===== src/rtl/core/hnt_pkg.sv =====
// Shared types and constants for the held note tracker.
package hnt_pkg;

  localparam int TABLE_DEPTH = 32;
  localparam int IDX_W       = $clog2(TABLE_DEPTH);
  localparam int CNT_W       = $clog2(TABLE_DEPTH + 1);

  localparam int QUEUE_DEPTH = 2;
  localparam int QPTR_W      = $clog2(QUEUE_DEPTH);
  localparam int QCNT_W      = $clog2(QUEUE_DEPTH + 1);

  localparam int FUNC_W   = 2;
  localparam int CHAN_W   = 4;
  localparam int PITCH_W  = 7;
  localparam int VEL_W    = 7;
  localparam int OUTCNT_W = 6;

  localparam logic [FUNC_W-1:0] FUNC_NOTE_ON  = 2'd0;
  localparam logic [FUNC_W-1:0] FUNC_NOTE_OFF = 2'd1;

  typedef enum logic [1:0] {
    OP_NOP,
    OP_ON,
    OP_OFF
  } op_t;

  typedef struct packed {
    op_t                op;
    logic [CHAN_W-1:0]  channel;
    logic [PITCH_W-1:0] pitch;
  } cmd_t;

endpackage


===== src/rtl/core/hnt_front.sv =====
// Front end: classifies each request and holds it in a short command queue.
module hnt_front (
  input  logic                        clk,
  input  logic                        rst_n,
  input  logic                        start,
  output logic                        busy,
  input  logic [hnt_pkg::FUNC_W-1:0]  in_func,
  input  logic [hnt_pkg::CHAN_W-1:0]  in_channel,
  input  logic [hnt_pkg::PITCH_W-1:0] in_pitch,
  input  logic [hnt_pkg::VEL_W-1:0]   in_velocity,
  output logic                        q_valid,
  input  logic                        q_pop,
  output hnt_pkg::cmd_t               q_head
);
  import hnt_pkg::*;

  cmd_t              q_mem_r [QUEUE_DEPTH];
  logic [QPTR_W-1:0] wr_ptr_r;
  logic [QPTR_W-1:0] rd_ptr_r;
  logic [QCNT_W-1:0] q_cnt_r;
  cmd_t              cmd_in;
  logic              push;
  logic              pop;

  // note-on with zero velocity counts as note-off
  always_comb begin
    cmd_in.channel = in_channel;
    cmd_in.pitch   = in_pitch;
    if (in_func == FUNC_NOTE_ON && in_velocity != '0) begin
      cmd_in.op = OP_ON;
    end else if (in_func == FUNC_NOTE_ON || in_func == FUNC_NOTE_OFF) begin
      cmd_in.op = OP_OFF;
    end else begin
      cmd_in.op = OP_NOP;
    end
  end

  assign busy    = (q_cnt_r == QCNT_W'(QUEUE_DEPTH));
  assign q_valid = (q_cnt_r != '0);
  assign q_head  = q_mem_r[rd_ptr_r];
  assign push    = start && !busy;
  assign pop     = q_pop && q_valid;

  always_ff @(posedge clk) begin
    if (push) begin
      q_mem_r[wr_ptr_r] <= cmd_in;
    end
  end

  always_ff @(posedge clk) begin
    if (!rst_n) begin
      wr_ptr_r <= '0;
      rd_ptr_r <= '0;
      q_cnt_r  <= '0;
    end else begin
      if (push) begin
        wr_ptr_r <= (wr_ptr_r == QPTR_W'(QUEUE_DEPTH - 1)) ? '0 : wr_ptr_r + 1'b1;
      end
      if (pop) begin
        rd_ptr_r <= (rd_ptr_r == QPTR_W'(QUEUE_DEPTH - 1)) ? '0 : rd_ptr_r + 1'b1;
      end
      case ({push, pop})
        2'b10:   q_cnt_r <= q_cnt_r + 1'b1;
        2'b01:   q_cnt_r <= q_cnt_r - 1'b1;
        default: q_cnt_r <= q_cnt_r;
      endcase
    end
  end

endmodule


===== src/rtl/core/hnt_back.sv =====
// Back end: note table and the slot scan that executes queued commands.
module hnt_back (
  input  logic                          clk,
  input  logic                          rst_n,
  input  logic                          q_valid,
  output logic                          q_pop,
  input  hnt_pkg::cmd_t                 q_head,
  output logic                          out_valid,
  output logic [hnt_pkg::OUTCNT_W-1:0]  out_held_count,
  output logic [hnt_pkg::OUTCNT_W-1:0]  out_removed_count,
  output logic                          out_dropped
);
  import hnt_pkg::*;

  typedef enum logic [1:0] {
    S_IDLE,
    S_SCAN_ON,
    S_SCAN_OFF
  } state_t;

  state_t             state_r;
  cmd_t               cmd_r;
  logic [IDX_W-1:0]   idx_r;
  logic [CNT_W-1:0]   count_r;
  logic [CNT_W-1:0]   removed_r;
  logic               valid_r [TABLE_DEPTH];
  logic [CHAN_W-1:0]  chan_r  [TABLE_DEPTH];
  logic [PITCH_W-1:0] pitch_r [TABLE_DEPTH];

  logic               slot_valid;
  logic               on_hit;
  logic               off_hit;
  logic               last_slot;
  logic [CNT_W-1:0]   removed_nxt;

  assign slot_valid  = valid_r[idx_r];
  assign on_hit      = (state_r == S_SCAN_ON) && !slot_valid;
  assign off_hit     = (state_r == S_SCAN_OFF) && slot_valid &&
                       chan_r[idx_r] == cmd_r.channel && pitch_r[idx_r] == cmd_r.pitch;
  assign last_slot   = (idx_r == IDX_W'(TABLE_DEPTH - 1));
  assign removed_nxt = removed_r + CNT_W'(off_hit);
  assign q_pop       = (state_r == S_IDLE) && q_valid;

  always_ff @(posedge clk) begin
    if (on_hit) begin
      chan_r[idx_r]  <= cmd_r.channel;
      pitch_r[idx_r] <= cmd_r.pitch;
    end
  end

  always_ff @(posedge clk) begin
    if (!rst_n) begin
      state_r   <= S_IDLE;
      idx_r     <= '0;
      count_r   <= '0;
      removed_r <= '0;
      out_valid <= 1'b0;
      for (int i = 0; i < TABLE_DEPTH; i++) begin
        valid_r[i] <= 1'b0;
      end
    end else begin
      out_valid <= 1'b0;
      case (state_r)
        S_IDLE: begin
          if (q_valid) begin
            cmd_r     <= q_head;
            idx_r     <= '0;
            removed_r <= '0;
            case (q_head.op)
              OP_ON: begin
                if (count_r == CNT_W'(TABLE_DEPTH)) begin
                  out_valid         <= 1'b1;
                  out_held_count    <= OUTCNT_W'(count_r);
                  out_removed_count <= '0;
                  out_dropped       <= 1'b1;
                end else begin
                  state_r <= S_SCAN_ON;
                end
              end
              OP_OFF: state_r <= S_SCAN_OFF;
              default: begin
                out_valid         <= 1'b1;
                out_held_count    <= OUTCNT_W'(count_r);
                out_removed_count <= '0;
                out_dropped       <= 1'b0;
              end
            endcase
          end
        end
        S_SCAN_ON: begin
          // a free slot exists, so the scan stops before running off the end
          if (on_hit) begin
            valid_r[idx_r]    <= 1'b1;
            count_r           <= count_r + 1'b1;
            out_valid         <= 1'b1;
            out_held_count    <= OUTCNT_W'(count_r + 1'b1);
            out_removed_count <= '0;
            out_dropped       <= 1'b0;
            state_r           <= S_IDLE;
          end else begin
            idx_r <= idx_r + 1'b1;
          end
        end
        S_SCAN_OFF: begin
          if (off_hit) begin
            valid_r[idx_r] <= 1'b0;
          end
          removed_r <= removed_nxt;
          idx_r     <= idx_r + 1'b1;
          if (last_slot) begin
            count_r           <= count_r - removed_nxt;
            out_valid         <= 1'b1;
            out_held_count    <= OUTCNT_W'(count_r - removed_nxt);
            out_removed_count <= OUTCNT_W'(removed_nxt);
            out_dropped       <= 1'b0;
            state_r           <= S_IDLE;
          end
        end
        default: state_r <= S_IDLE;
      endcase
    end
  end

endmodule


===== src/rtl/core/held_note_tracker.sv =====
// Top level of the held note tracker: front end, command queue and table engine.
//
// Keeps up to TABLE_DEPTH (32) held notes as channel/pitch pairs. A request is
// taken on a clock edge with start high and busy low; busy rises only when the
// two-entry command queue between the front end and the table engine is full.
// Every request gives exactly one result, shown for a single cycle with
// out_valid high; the receiver cannot stall, so it must take it then.
// The engine handles one request at a time and walks the table one slot per
// clock, stepping as follows:
//   - other messages and dropped note-ons (table full): result straight from idle
//   - note-on: slots scanned from index 0 up to the lowest free slot
//   - note-off (or note-on with velocity zero): the whole table is scanned,
//     every slot checked, all matching entries removed
// The first engine cycle is the one in which the request leaves the queue, so
// an idle engine starts on the cycle right after the accepting edge. The result
// strobe is high in the cycle after the engine's last cycle. A request that
// finds the engine busy waits in the queue until the engine is idle again. For
// note-ons and note-offs, sustained throughput is set by the slot scan. Counts
// above 63 would wrap in the 6-bit outputs.
// After reset the table is empty and no clearing pass is needed.
module held_note_tracker (
  input  logic                          clk,
  input  logic                          rst_n,
  input  logic                          start,
  output logic                          busy,
  input  logic [hnt_pkg::FUNC_W-1:0]    in_func,
  input  logic [hnt_pkg::CHAN_W-1:0]    in_channel,
  input  logic [hnt_pkg::PITCH_W-1:0]   in_pitch,
  input  logic [hnt_pkg::VEL_W-1:0]     in_velocity,
  output logic                          out_valid,
  output logic [hnt_pkg::OUTCNT_W-1:0]  out_held_count,
  output logic [hnt_pkg::OUTCNT_W-1:0]  out_removed_count,
  output logic                          out_dropped
);
  import hnt_pkg::*;

  logic q_valid;
  logic q_pop;
  cmd_t q_head;

  // classify note-on / note-off / other and queue the request
  hnt_front u_front (
    .clk         (clk),
    .rst_n       (rst_n),
    .start       (start),
    .busy        (busy),
    .in_func     (in_func),
    .in_channel  (in_channel),
    .in_pitch    (in_pitch),
    .in_velocity (in_velocity),
    .q_valid     (q_valid),
    .q_pop       (q_pop),
    .q_head      (q_head)
  );

  // table engine: slot scan, count update, registered result
  hnt_back u_back (
    .clk               (clk),
    .rst_n             (rst_n),
    .q_valid           (q_valid),
    .q_pop             (q_pop),
    .q_head            (q_head),
    .out_valid         (out_valid),
    .out_held_count    (out_held_count),
    .out_removed_count (out_removed_count),
    .out_dropped       (out_dropped)
  );

endmodule


===== config.mk =====
export PLATFORM = sky130hd
export DESIGN_NAME = held_note_tracker
export DESIGN_NICKNAME = d
export VERILOG_FILES = /design/src/rtl/core/hnt_pkg.sv /design/src/rtl/core/hnt_front.sv /design/src/rtl/core/hnt_back.sv /design/src/rtl/core/held_note_tracker.sv
export SDC_FILE = /design/constraint.sdc
export NUM_CORES = 1
export LEC_CHECK = 0
export BUFFER_PORTS_ARGS = -buffer_cell sky130_fd_sc_hd__buf_2
export CORE_ASPECT_RATIO = 1.5
export CORE_MARGIN = 2
export CORE_UTILIZATION = 35
export CTS_CLUSTER_DIAMETER = 120
export DETAILED_ROUTE_END_ITERATION = 10
export PLACE_DENSITY = 0.52
export SYNTH_ARGS = -nofsm -noshare
export SYNTH_HDL_FRONTEND = slang
export SYNTH_SLANG_ARGS = --single-unit
export TNS_END_PERCENT = 1

===== constraint.sdc =====
create_clock -name clk -period 4.4 [get_ports clk]
set_clock_uncertainty 0.15 [all_clocks]
set_input_delay 0.22 -clock clk [delete_from_list [all_inputs] [get_ports clk]]
set_output_delay 0.22 -clock clk [all_outputs]
set_load 0.03 [all_outputs]

==> run_results.csv <==
group,metric,value,unit
finish,utilization,42.5,%
sta,period_needed,4.63,ns
drt,drtPass1Iterations,5,
pwr,switching_share,26.5,%
grt,grt_overflow,0,
logic_synthesis,synth.area.top_cells,"edfxtp_1, dfxtp_1, mux4_2, mux2i_1, a22oi_1",
sta,drv_slew,0,
grt,grt_max_degree,60,
critical_path,critPathRequiredTime,4.56,ns
finish,layout_common_cells,"edfxtp_1, buf_4, mux2i_1",
critical_path,crit_path_start_kind,"flip-flop",
pwr,total_power,11.0,mW
logic_synthesis,synth_cell_types,57,
critical_path,arrival,4.79,ns
critical_path,reg2reg_to,"u_back.out_held_count[3]",
grt,grt_pass1_vias,11700,
logic_synthesis,yosys_warnings,0,
critical_path,reg2reg_depth,21,
grt,grt_usage,17.3,%
clock_network,cts_tree,"yes",
logic_synthesis,synth.yosys.seq_area_share,69.6,%
finish,fillCellCount,4990,
critical_path,cpMostUsedCell,"ha_4",
clock_network,clk_pin_slew_worst_paths,0.06,ns
pwr,power_leakage,7.50,nW
floorplanning,die_x,195,um
floorplanning,placeableCoreArea,0.0544,mm^2
sta,rsz0062_at_grt,"yes",
critical_path,critPathMaxStageDelay,0.51,ns
grt,grt_pass1_wl,72.8,mm
logic_synthesis,synth_edf_count,402,
clock_network,clock_latency,0.56,ns
logic_synthesis,synth_top_area_share,63.1,%
sta,fin_ws,-0.234,ns
critical_path,endpoint,"u_back.out_held_count[3]",
logic_synthesis,ys_ff_latch,464,
finish,regArea,0.0133,mm^2
floorplanning,num_rows,105,
clock_network,cts_root_buf,"clkbuf_16",
placement,dpl.hpwl,33.1,mm
floorplanning,initial_core_util,35.2,%
sta,fmax,0.216,GHz
logic_synthesis,syn_nets,1251,
drt,routedWlPerCell,23.0,um
sta,hold_viol,0,
drt,drc,0,
pwr,intPower,8.10,mW
critical_path,path_class,"reg -> reg",
drt,first_iter_violations,760,
sta,whs,0.134,ns
logic_synthesis,synth_area,0.0191,mm^2
critical_path,cpMaxStageDelayCell,"mux4_2",
finish,drive_gt1_share,26.2,%
drt,num_vias,11100,
pwr,power.density,476,mW/mm^2
finish,mostFrequentLayoutCell,"edfxtp_1",
placement,port_buffers,37,
logic_synthesis,ys_async_sr_fraction,0,%
logic_synthesis,synth_top_flop_cell,"edfxtp_1",
finish,fin_nets,1453,
pwr,switching_power,2.91,mW
critical_path,path_max_fanout,5,
grt,grt_antenna_before_repair,0,
logic_synthesis,yosysTopAreaCell,"edfxtp_1",
logic_synthesis,synth_cells,1205,
sta,max_slew.worst_pin.slew,1.18,ns
pwr,sequentialPowerShare,48.1,%
critical_path,r2r_setup_slack,-0.23,ns
pwr,p_comb_share,15.7,%
critical_path,path_cells,"buf_12 -> buf_12 -> mux4_2 -> mux4_2 -> nor2b_1 -> a21oi_1 -> xor2_1 -> nand4_1 -> nor4_2 -> buf_4 -> ha_4 -> ha_4 -> inv_4 -> ha_4 -> nor2b_4 -> o21ai_2 -> buf_4 -> nand3_2 -> nand3b_1 -> o21ai_1 -> a22o_1",
pwr,ir_drop,0.367,mV
placement,gp_congestion,0.819,
drt,wl,49.2,mm
clock_network,cts.path.max_buffers,3,
finish,syn_to_final_growth,20.8,%
sta,post-route-period-util,105,%
logic_synthesis,avgSynthCellArea,15.9,um^2
sta,setup_viol_count_final,9,
drt,ant_nets,0,
floorplanning,io_pins,38,
run,drv_cap,0,
floorplanning,die_h,290,um
clock_network,cts_sinks,464,
floorplanning,die_area,0.0566,mm^2
finish,multiInputGateArea,0.00557,mm^2
drt,via_per_inst,5.21,
sta,slew_headroom,20.8,%
run_status,violations,"setup timing",
critical_path,worstSetupEndpointType,"flip-flop",
clock_network,htree_levels,2,
clock_network,cts_buffers,45,
run_status,status,"complete, but fails checks",
worst_hold_path,holdCritPathClass,"in -> reg",
sta,finalSetupTns,-1.14,ns
finish,diodes,0,
pwr,clock_power_share,36.2,%
placement,post-place-ws,-0.463,ns
## stage by stage
stage	std cells	area, um^2
2_1_floorplan	1205	19200
3_3_place_gp	2030	21100
3_5_place_dp	2030	21100
4_1_cts	2136	23000
5_1_grt	2138	23100
6_report	2138	23100
## power by group through the flow
| stage | Sequential (mW) | Clock (mW) | Combinational [mW] |
|---|---|---|---|
| global route | 5.31 | 4.21 | 1.88 |
| floorplan | 5.50 | 0 | 0.847 |
| CTS | 5.30 | 4.06 | 1.73 |
| finish | 5.30 | 3.99 | 1.73 |
| global placement | 5.39 | 0 | 1.68 |
| detailed placement | 5.39 | 0 | 1.70 |
## flip-flops by register name, summed over array words and instances (netlist names), named ones only
signal / count
u_back.removed_r: 6
u_back.pitch_r: 224
u_back.idx_r: 5
u_front.q_mem_r: 26
u_front.wr_ptr_r: 1
u_front.q_cnt_r: 2
u_front.rd_ptr_r: 1
u_back.out_dropped: 1
u_back.cmd_r: 11
u_back.out_held_count: 6
u_back.chan_r: 128
u_back.out_valid: 1
u_back.state_r: 2
u_back.valid_r: 32
u_back.out_removed_count: 6
u_back.count_r: 6
## final cells by class
type | instances | area share [%]
clock buffers | 56 | 5.32
clock inverters | 27 | 1.29
inverters | 21 | 0.352
multi-input cells | 656 | 24.1
flip-flops and latches | 464 | 57.6
well taps | 695 | 3.76
repair buffers | 219 | 7.58
## per-layer routing
metal | vias to the layer above | part of all wire, % | track usage [%]
met1 | 5665 | 38 | 19.5
met3 | 82 | 4.1 | 2.39
li1 | 5111 | - | -
met2 | 280 | 55 | 33.0
met5 | - | 0 | 0
met4 | 0 | 3.4 | 6.20
## cell families (layout without fill, tap and decap cells)
family | Yosys count | count (layout) | synth area share [%]
compound gates | 198 | 198 | 6.49
xor+xnor | 21 | 21 | 0.961
fa+ha+maj | 23 | 23 | 1.54
buf+inv | 85 | 323 | 2.25
flops | 464 | 464 | 69.6
mux | 182 | 182 | 13.0
simple gates | 232 | 232 | 6.16
## repair_timing
item | CTS | global route
setup endpoints to repair | 10 | 10
cloned | 1 | 0
setup buffers | 6 | 2
gates resized for setup | 25 | 17
pin swaps | 20 | 15
hold endpoints to repair | 27 | 0
hold buffers | 16 | 0
## how the worst min path moves through the flow
stage / startpoint / to / slack (ns) / depth (start not counted)
after floorplan: in_pitch[0] / u_front.q_mem_r[0][0] / 0.17 / 0
after global placement: in_pitch[2] / u_front.q_mem_r[0][2] / 0.26 / 1
after detailed placement: in_pitch[2] / u_front.q_mem_r[1][2] / 0.26 / 1
after CTS: rst_n / u_front.wr_ptr_r / 0.11 / 3
after global routing: rst_n / u_front.wr_ptr_r / 0.14 / 3
final: rst_n / u_front.wr_ptr_r / 0.13 / 3
## synth_stat cells, drive strengths merged, types with 6 or more instances
cell type / number
and2: 15
a21oi: 56
xor2: 10
nand2: 45
o21ai: 55
nand2b: 6
a21boi: 11
a22oi: 45
inv: 20
ha: 22
nor2b: 23
nor2: 55
buf: 37
dfxtp: 62
mux4: 52
nand3: 22
clkbuf: 27
mux2i: 112
mux2: 18
nor3: 9
edfxtp: 402
nor4: 34
o31ai: 6
xnor2: 11
## worst max-delay path, delay by kind of cell, from the launching register on
family                   cells  cell delay (ns)
XOR/XNOR                     1             0.15
AO/OA/AOI/OAI                4             0.63
AND/OR/NAND/NOR              6             0.86
multiplexers                 2             0.99
adder cells (fa/ha/maj)      3             0.53
flip-flops                   1             0.42
buffers and inverters        5             0.64
No activity file was read; power rests on OpenSTA's default activity.
